==> src/rtl/gsrr_addr_gen.sv <==
// Grid address unit: base corner plus in-square offset, to a flat cell index.
// Depends on nothing but its parameter; shared by every sequencer state.
module gsrr_addr_gen #(
    parameter int GRID_MAX = 64
) (
    input  logic [((GRID_MAX > 1) ? $clog2(GRID_MAX) : 1)-1:0] base_row,
    input  logic [((GRID_MAX > 1) ? $clog2(GRID_MAX) : 1)-1:0] base_col,
    input  logic [(($clog2(GRID_MAX+1) > 7) ? $clog2(GRID_MAX+1) : 7)-1:0] off_row,
    input  logic [(($clog2(GRID_MAX+1) > 7) ? $clog2(GRID_MAX+1) : 7)-1:0] off_col,
    output logic [((GRID_MAX > 1) ? $clog2(GRID_MAX*GRID_MAX) : 1)-1:0] addr
);
    localparam int AW  = (GRID_MAX > 1) ? $clog2(GRID_MAX) : 1;
    localparam int NW  = ($clog2(GRID_MAX+1) > 7) ? $clog2(GRID_MAX+1) : 7;
    localparam int MAW = (GRID_MAX > 1) ? $clog2(GRID_MAX*GRID_MAX) : 1;

    logic [NW-1:0] row_sum;
    logic [NW-1:0] col_sum;
    logic [AW-1:0] row_idx;
    logic [AW-1:0] col_idx;

    assign row_sum = NW'(base_row) + off_row;
    assign col_sum = NW'(base_col) + off_col;
    assign row_idx = row_sum[AW-1:0];
    assign col_idx = col_sum[AW-1:0];

    // row-major flat index; a shift when GRID_MAX is a power of two
    assign addr = MAW'(MAW'(row_idx) * MAW'(GRID_MAX)) + MAW'(col_idx);

endmodule

==> config.mk <==
export PLATFORM = sky130hd
export DESIGN_NAME = gsrr_addr_gen
export DESIGN_NICKNAME = d
export VERILOG_FILES = /design/src/rtl/gsrr_addr_gen.sv
export SDC_FILE = /design/constraint.sdc
export NUM_CORES = 1
export LEC_CHECK = 0
export BUFFER_PORTS_ARGS = -buffer_cell sky130_fd_sc_hd__buf_2
export CORE_AREA = 10 10 47 49
export DETAILED_ROUTE_END_ITERATION = 16
export DIE_AREA = 0 0 57 59
export GPL_TIMING_DRIVEN = 0
export PLACE_DENSITY = 0.66
export SYNTH_ARGS = -nofsm -noshare
export SYNTH_HDL_FRONTEND = slang
export SYNTH_SLANG_ARGS = --single-unit
==> constraint.sdc <==
create_clock -name vclk -period 1.7
set_input_delay 0.17 -clock vclk [all_inputs]
set_output_delay 0.17 -clock vclk [all_outputs]
set_load 0.01 [all_outputs]
==> results of run 1 <==
worst max-delay path, delay by kind of cell:
family	cells	cell delay, ps
xor+xnor	1	120
fa+ha+maj	2	550
compound gates	2	370
buf+inv	2	240
cells by family (layout without fill, tap and decap cells):
logic type      Yosys count  count (layout)  synth area share
compound gates           16              16             0.320
xor+xnor                 10              10             0.236
fa+ha+maj                12              12             0.444
buf+inv                   0              36                 0
path summary, 6_finish.rpt:
check                    from       to  slack, ps  cells past startpoint
setup / recovery  base_col[0]  addr[4]         80                      7
hold / removal     off_col[0]  addr[0]        660                      3
cell type report:
class              instances  share of cell area
multi-input cells         38               0.660
well taps                 16              0.0340
repair buffers            36               0.306
routing by layer:
layer  up-vias  track usage  part of all wire
li1        218            -                 -
met2         9        0.144              0.64
met3         0      0.00215             0.016
met1       198       0.0506              0.34
met4         0            0                 0
met5         -            0                 0
through the flow:
stage	utilization	power, mW	setup WS (ps)	instance area, sq um
after detailed placement	0.408	0.234	-71.4	572
after floorplan	-	0.142	211	372
after CTS	0.414	0.239	21.4	581
after global routing	0.421	0.261	14.2	589
after global placement	0.408	0.230	-39.6	572
final	0.421	0.238	77.8	589
layout by cell type (no fill, tap or decap), drive strengths merged:
cell    count
o21bai      2
ha         10
a211oi      2
buf        36
a21oi       6
xor2        4
xnor2       6
o21ai       2
fa          2
a21o        4
power groups by stage:
stage / registers, mW / logic [mW] / clock network [mW]
after floorplan: 0 / 0.142 / 0
after global placement: 0 / 0.230 / 0
after detailed placement: 0 / 0.234 / 0
after CTS: 0 / 0.239 / 0
after global routing: 0 / 0.261 / 0
final: 0 / 0.238 / 0
timing repair:
item,CTS,global route
endpoints found under the setup margin,2,2
resized for setup,3,3
hold endpoints to repair,0,0
hold buffers,0,0
==> metrics.log, run 1 <==
INFO  metric post_synth_num_cell_types = 11
INFO  metric drv_cap = 0
INFO  metric slew_headroom = 0.872
INFO  metric intPower = 0.120 mW
INFO  metric synth_most_common_cell = ha_1
INFO  metric n_fill_cell = 154
INFO  metric cpPeakStageDelay = 350 ps
INFO  metric cpMostUsedCell = buf_2
INFO  metric dr.pass1.iters = 1
INFO  metric antenna-diode-count = 0
INFO  metric place_congestion = 0.721
INFO  metric totalNegativeSetupSlack = 0 ps
INFO  metric static-leakage-power = 0.314 nW
INFO  metric run_status = completed
INFO  metric cts_post_setup_buffers_inserted = 0
INFO  metric synth_area_per_cell = 9.78 sq um
INFO  metric slew_viol_final = 0
INFO  metric worst-endpoint-arrival = 1450 ps
INFO  metric globalRoute.totalOverflow = 0
INFO  metric p_clk_frac = 0
INFO  metric ys.warnings.count = 0
INFO  metric io_buffer_count = 36
INFO  metric post-dp-hpwl = 1100 microns
INFO  metric synthTopCellsByCount = ha_1 (10), xnor2_1 (6), a21oi_1 (4), xor2_1 (4), a21o_1 (3)
INFO  metric sw_frac_of_total = 0.497
INFO  metric synthDominantAreaCellType = ha_1
INFO  metric combPwrFrac = 1.000
INFO  metric first_global_vias = 444
INFO  metric area_of_the_multi_input_gates = 389 sq um
INFO  metric synthesis.area = 372 sq um
INFO  metric startpoint_type = primary input
INFO  metric grt_first_pass_wirelength = 1760 microns
INFO  metric avgViaCountPerCell = 4.72
INFO  metric switchingPower = 0.118 mW
INFO  metric clock.fmax = 0.616 GHz
INFO  metric num-nets-final = 114
INFO  metric route.detailed.drc = 0
INFO  metric drt_first_iter_violations = 0
INFO  metric rsz0062_at_grt = false
INFO  metric proportion_of_netlist_area_held_by_the_largest_area_contributor = 0.337
INFO  metric tightest_slew = 192 ps
INFO  metric total_routing_usage_reported_by_global_routing = 0.0590
INFO  metric die_x = 57 microns
INFO  metric fp.dieH = 59 microns
INFO  metric crit_fanout = 3
INFO  metric hold_violations = 0
INFO  metric floorplan.initialDensity = 0.265
INFO  metric pwr_density_cell = 404 nW/um^2
INFO  metric final.hold.worst_slack = 661 ps
INFO  metric area.growth.synth_to_final = 58.6%
INFO  metric layout.clock_buffers = 0
INFO  metric placeable_core_area = 1400 sq um
INFO  metric detailroute.via_count = 425
INFO  metric syn-instance-count = 38
INFO  metric register_area = 0 sq um
INFO  metric drt-total-wl = 1160 microns
INFO  metric synth_area_leaders = ha_1 (34%), xnor2_1 (14%), fa_1 (11%), xor2_1 (9.4%), a211oi_2 (6.7%)
INFO  metric worst-setup-path-type = primary input to primary output
INFO  metric layout-drive-gt1-share = 0.635
INFO  metric core.rowCount = 14
INFO  metric syn-num-nets = 76
INFO  metric critical_path.cell_chain = buf_2, ha_2, fa_2, a21o_2, a21oi_2, xnor2_1, buf_2
INFO  metric share_seq_of_total_power = 0
INFO  metric postRouteAntennaNets = 0
INFO  metric period_share = 0.954
INFO  metric ys_seq_area_frac = 0
INFO  metric setup_violations = 0
INFO  metric hold_class = primary input to primary output
INFO  metric io_pins = 38
INFO  metric setup.worst_path.end_class = primary output
INFO  metric timing.critical_path.required = 1530 ps
INFO  metric number_of_antenna_violations_at_the_first_check_in_global_routing = 0
INFO  metric grt_start_max_net_pins = 5
INFO  metric fp.dieArea = 3360 sq um
INFO  metric detail_route.wl_per_cell = 12.9 microns
INFO  metric power.ir.vdd_worst = 164 uV
INFO  metric critical_path.slowest_cell = fa_2
INFO  metric final_non_filler_cell_total = 90
INFO  metric finalCriticalPeriod = 1620 ps
INFO  metric seq_cells = 0
INFO  metric dpl.cell_count = 90
Power figures use the tool's default switching activity.
==> inputs of run 2 (changes only) <==
SETUP_SLACK_MARGIN = 0.3   (was default)
==> run 2 against run 1 <==
  * Final area increased by 30%
  * Routed wire length increased by 17%
  * Clock-buffer cell count unchanged
  * Worst hold slack got worse by 29 ps
  * Final cell count increased by 5.6%
  * Global-route usage increased by 1.8 points
  * Via count increased by 3.5%
  * Die area unchanged
  * Critical path depth unchanged
  * Flip-flop and latch count unchanged
  * Worst setup slack improved by 62 ps
  * Power increased by 25%
  * Largest cell class unchanged
  * Largest power group unchanged
  * Highest routed layer unchanged
==> metrics.log, run 2 (same netlist as run 1, synthesis figures left out) <==
INFO  metric floorplan.initialDensity = 0.265 (unchanged)
INFO  metric worst-endpoint-arrival = 1390 ps (-60 ps)
INFO  metric total_routing_usage_reported_by_global_routing = 0.0770 (+0.0180)
INFO  metric total_length_of_routed_met3_wires = 86 microns (+380%)
INFO  metric avgViaCountPerCell = 4.63 (-1.9%)
INFO  metric period_share = 0.918 (-0.0365)
INFO  metric detailroute.via_count = 440 (+3.5%)
INFO  metric run_status = completed
INFO  metric dpl.cell_count = 90 (unchanged)
INFO  metric final_non_filler_cell_total = 95 (+5.6%)
INFO  metric cpPeakStageDelay = 360 ps (about the same)
INFO  metric grt_first_pass_wirelength = 2200 microns (+25%)
INFO  metric pwr_density_cell = 389 nW/um^2 (-3.6%)
INFO  metric area.growth.synth_to_final = 106%
INFO  metric totalNegativeSetupSlack = 0 ps (unchanged)
INFO  metric drv_cap = 0 (unchanged)
INFO  metric rsz0062_at_grt = true
INFO  metric io_pins = 38 (unchanged)
INFO  metric crit_path_start = off_col[0]
INFO  metric fp.dieH = 59 microns (unchanged)
INFO  metric route.detailed.drc = 0 (unchanged)
INFO  metric timing.critical_path.required = 1530 ps (about the same)
INFO  metric place_congestion = 0.679 (-5.8%)
INFO  metric first_global_vias = 494 (+11%)
INFO  metric crit_fanout = 2 (-1)
INFO  metric num-nets-final = 119 (+4.4%)
INFO  metric critical_path.cell_chain = buf_6, ha_4, fa_2, a21o_2, a21oi_4, xnor2_2, buf_2
INFO  metric setup_violations = 0 (unchanged)
INFO  metric critical_path.slowest_cell = fa_2
INFO  metric post-dp-hpwl = 1070 microns (-2.4%)
INFO  metric slew_viol_final = 0 (unchanged)
INFO  metric startpoint_type = primary input
INFO  metric seq_cells = 0 (unchanged)
INFO  metric top_layer = met3
INFO  metric clock.fmax = 0.641 GHz (+4.0%)
INFO  metric placeable_core_area = 1400 sq um (unchanged)
INFO  metric die_x = 57 microns (unchanged)
INFO  metric antenna-diode-count = 0 (unchanged)
INFO  metric drt-total-wl = 1350 microns (+17%)
INFO  metric layout-drive-gt1-share = 0.772 (+0.137)
INFO  metric finalCriticalPeriod = 1560 ps (-62.1 ps)
INFO  metric drt_first_iter_violations = 1 (+1)
INFO  metric detail_route.wl_per_cell = 14.2 microns (+11%)
INFO  metric register_area = 0 sq um (unchanged)
INFO  metric core.rowCount = 14 (unchanged)
INFO  metric setup.worst_path.end_class = primary output
INFO  metric postRouteAntennaNets = 0 (unchanged)
INFO  metric dr.pass1.iters = 2 (+1)
INFO  metric worst-setup-path-type = primary input to primary output
INFO  metric detailed_routing_wirelength_on_met1 = 413 microns (+5.4%)
INFO  metric final_common_cell = buf_2
INFO  metric cts_hold_buffers = 0 (unchanged)
INFO  metric slew_headroom = 0.887 (+0.0149)
INFO  metric fp.dieArea = 3360 sq um (unchanged)
INFO  metric power.ir.vdd_worst = 170 uV (+4.0%)
INFO  metric layout.clock_buffers = 0 (unchanged)
INFO  metric tightest_slew = 169 ps (-22.2 ps)
INFO  metric io_buffer_count = 36 (unchanged)
INFO  metric grt_start_max_net_pins = 5 (unchanged)
INFO  metric layout.cells.most_common_list = buf_2 (32), ha_4 (7), buf_6 (5)
INFO  metric globalRoute.totalOverflow = 0 (unchanged)
INFO  metric static-leakage-power = 0.364 nW (+16%)
INFO  metric hold_violations = 0 (unchanged)
INFO  metric number_of_antenna_violations_at_the_first_check_in_global_routing = 0 (unchanged)
INFO  metric critical_path.endpoint = addr[4]
INFO  metric met2_wirelength = 852 microns (+14%)
INFO  metric hold_class = primary input to primary output
## run 2: changes by cell type in the layout (fill, tap and decap cells not counted), moves of 4 or more
cell   delta
ha_1      -6
ha_4      +7
buf_6     +5
buf_4     +4
buf_2     -4
## run 2: how the worst min path moves through the flow
stage,cells past startpoint,start,slack [ps],end
2_1_floorplan,1,off_col[0],480,addr[0]
3_5_place_dp,3,off_row[0],660,addr[6]
6_report,3,base_row[0],630,addr[6]
4_1_cts,3,base_row[0],640,addr[6]
3_3_place_gp,3,off_row[0],660,addr[6]
5_1_grt,3,base_row[0],640,addr[6]
## run 2: per-layer routing
metal,GRT usage,vias up
met3,0.0172,0
met1,0.0691,202
li1,-,224
met4,0,0
met5,0,-
met2,0.174,14
## run 2: metrics by stage
step / util / setup WS (ps) / power [mW] / hold slack, ps / area (sq um)
6_report: 0.547 / 140 / 0.298 / 632 / 767
5_1_grt: 0.547 / 83.3 / 0.331 / 640 / 767
4_1_cts: 0.523 / 114 / 0.287 / 636 / 733
3_5_place_dp: 0.431 / 35.7 / 0.250 / 663 / 604
3_3_place_gp: 0.431 / 44.1 / 0.245 / 660 / 604
2_1_floorplan: - / 307 / 0.159 / 485 / 404
## run 2: power by group
| group | switching, mW | internal (mW) |
|---|---|---|
| clock network | 0 | 0 |
| registers | 0 | 0 |
| logic | 0.136 | 0.163 |
## run 2: timing repair
item,in CTS,in global routing
gates resized for setup,13,4
setup endpoints to repair,6,5
setup buffers,4,1
pin swaps,18,5
## run 2: critical path, delay by kind of cell
family,cells,cell delay [ps]
adders and majority gates,2,520
AOI/OAI and AO/OA,2,350
xor gates and xnor gates,1,110
buffers and inverters,2,240
## run 2: cell type report
type	count	area (sq um)
fillers	143	634
multi-input cells	38	500
repair buffers	41	246
well taps	16	20.0
==> inputs of run 3 (changes only) <==
SETUP_SLACK_MARGIN = 0.5   (was 0.3)
==> run 3 against run 2 <==
  * Critical path depth unchanged
  * Final cell count unchanged
  * Largest cell class unchanged
  * Sequential share of layout area unchanged
  * Highest routed layer unchanged
==> metrics.log, run 3 (same netlist as run 1, synthesis figures left out) <==
INFO  metric fp.dieArea = 3360 sq um (unchanged)
INFO  metric worst-setup-path-type = primary input to primary output
INFO  metric period_share = 0.916 (-0.00173)
INFO  metric num-nets-final = 119 (unchanged)
INFO  metric hold_violations = 0 (unchanged)
INFO  metric rsz0062_at_grt = true
INFO  metric power.ir.vdd_worst = 151 uV (-11%)
INFO  metric critical_path.slowest_cell = fa_2
INFO  metric io_buffer_count = 36 (unchanged)
INFO  metric drt-total-wl = 1390 microns (+2.4%)
INFO  metric grt_start_max_net_pins = 5 (unchanged)
INFO  metric hold_class = primary input to primary output
INFO  metric setup.worst_path.end_class = primary output
INFO  metric finish.instance_area = 815 sq um (+6.2%)
INFO  metric fp.dieH = 59 microns (unchanged)
INFO  metric io_pins = 38 (unchanged)
INFO  metric dr.pass1.iters = 2 (unchanged)
INFO  metric slew_headroom = 0.848 (-0.0392)
INFO  metric pwr_density_cell = 398 nW/um^2 (+2.4%)
INFO  metric layout.cells.most_common_list = buf_2 (27), buf_6 (10), ha_4 (7)
INFO  metric area.growth.synth_to_final = 119%
INFO  metric timing.critical_path.required = 1530 ps (about the same)
INFO  metric seq_cells = 0 (unchanged)
INFO  metric cpPeakStageDelay = 330 ps (-30 ps)
INFO  metric worst-endpoint-arrival = 1390 ps (about the same)
INFO  metric floorplan.initialDensity = 0.265 (unchanged)
INFO  metric run_status = completed
INFO  metric finalCriticalPeriod = 1560 ps (-2.94 ps)
INFO  metric static-leakage-power = 0.389 nW (+7.0%)
INFO  metric hold_path.startpoint = base_row[0]
INFO  metric register_area = 0 sq um (unchanged)
INFO  metric avgViaCountPerCell = 4.75 (+2.5%)
INFO  metric startpoint_type = primary input
INFO  metric crit_fanout = 2 (unchanged)
INFO  metric drt_first_iter_violations = 1 (unchanged)
INFO  metric slew_viol_final = 0 (unchanged)
INFO  metric place_congestion = 0.673 (-0.88%)
INFO  metric first_global_vias = 491 (-0.61%)
INFO  metric placedInstanceArea = 652 sq um (+7.9%)
INFO  metric die_x = 57 microns (unchanged)
INFO  metric whs_endpoint = addr[6]
INFO  metric number_of_antenna_violations_at_the_first_check_in_global_routing = 0 (unchanged)
INFO  metric layout.clock_buffers = 0 (unchanged)
INFO  metric hold_depth = 3 (unchanged)
INFO  metric tightest_slew = 228 ps (+58.3 ps)
INFO  metric grt_first_pass_wirelength = 2130 microns (-3.1%)
INFO  metric post-dp-hpwl = 1070 microns (+0.34%)
INFO  metric core.rowCount = 14 (unchanged)
INFO  metric layout-drive-gt1-share = 0.797 (+0.0253)
INFO  metric clock.fmax = 0.642 GHz (+0.19%)
INFO  metric route.detailed.drc = 0 (unchanged)
INFO  metric drv_cap = 0 (unchanged)
INFO  metric critical_path.cell_chain = buf_6, ha_4, fa_2, a21o_2, a21oi_2, xnor2_2, buf_2
INFO  metric detailroute.via_count = 451 (+2.5%)
INFO  metric placeable_core_area = 1400 sq um (unchanged)
INFO  metric detail_route.wl_per_cell = 14.6 microns (+2.4%)
INFO  metric antenna-diode-count = 0 (unchanged)
INFO  metric setup_violations = 0 (unchanged)
INFO  metric totalNegativeSetupSlack = 0 ps (unchanged)
INFO  metric total_routing_usage_reported_by_global_routing = 0.0742 (-0.00284)
INFO  metric final_common_cell = buf_2
INFO  metric postRouteAntennaNets = 0 (unchanged)
INFO  metric globalRoute.totalOverflow = 0 (unchanged)
-- run 3: cell counts in the layout (fill, tap and decap cells not counted) --
Identical to the previous run, type by type.
-- run 3: cell type report --
class	instances	area, sq um
multi-input combinational	38	509
tap	16	20.0
fill	132	587
timing repair buffer	41	285
-- run 3: power by group --
group / leakage [nW] / switching [mW] / internal [mW]
Clock: 0 / 0 / 0
Combinational: 0.389 / 0.141 / 0.184
Sequential: 0 / 0 / 0
-- run 3: routing by layer --
| metal | vias to the layer above | global-route usage | part of all wire |
|---|---|---|---|
| li1 | 227 | - | - |
| met5 | - | 0 | 0 |
| met3 | 0 | 0.0236 | 0.092 |
| met2 | 17 | 0.153 | 0.60 |
| met1 | 207 | 0.0732 | 0.31 |
| met4 | 0 | 0 | 0 |
-- run 3: metrics by stage --
stage                     std cells  hold slack (ps)  utilization  power (mW)  worst slack, ps
after CTS                        94              637        0.550       0.311              121
after global routing             95              647        0.581       0.356             77.0
after detailed placement         90              669        0.465       0.268             74.0
after floorplan                  38              452            -       0.175              351
after global placement           90              664        0.465       0.263             76.3
final                            95              631        0.581       0.324              143
-- run 3: worst max-delay path by stage --
stage / from / to / slack (ps) / cells past startpoint
finish: off_col[0] / addr[4] / 140 / 7
floorplan: base_col[0] / addr[4] / 350 / 5
CTS: off_col[0] / addr[4] / 120 / 7
global placement: base_col[0] / addr[4] / 80 / 7
detailed placement: base_col[0] / addr[4] / 70 / 7
global route: off_col[0] / addr[4] / 80 / 7
-- run 3: repair_timing --
item / in CTS / in global routing
gates resized for setup: 17 / 5
setup endpoints to repair: 10 / 10
setup buffers: 4 / 1
pin swaps: 21 / 10
hold buffers: 0 / 0
-- run 3: worst max-delay path, delay by kind of cell --
family	cells	cell delay, ps
buffers and inverters	2	240
adder cells (fa/ha/maj)	2	480
XOR/XNOR	1	110
AO/OA/AOI/OAI	2	370
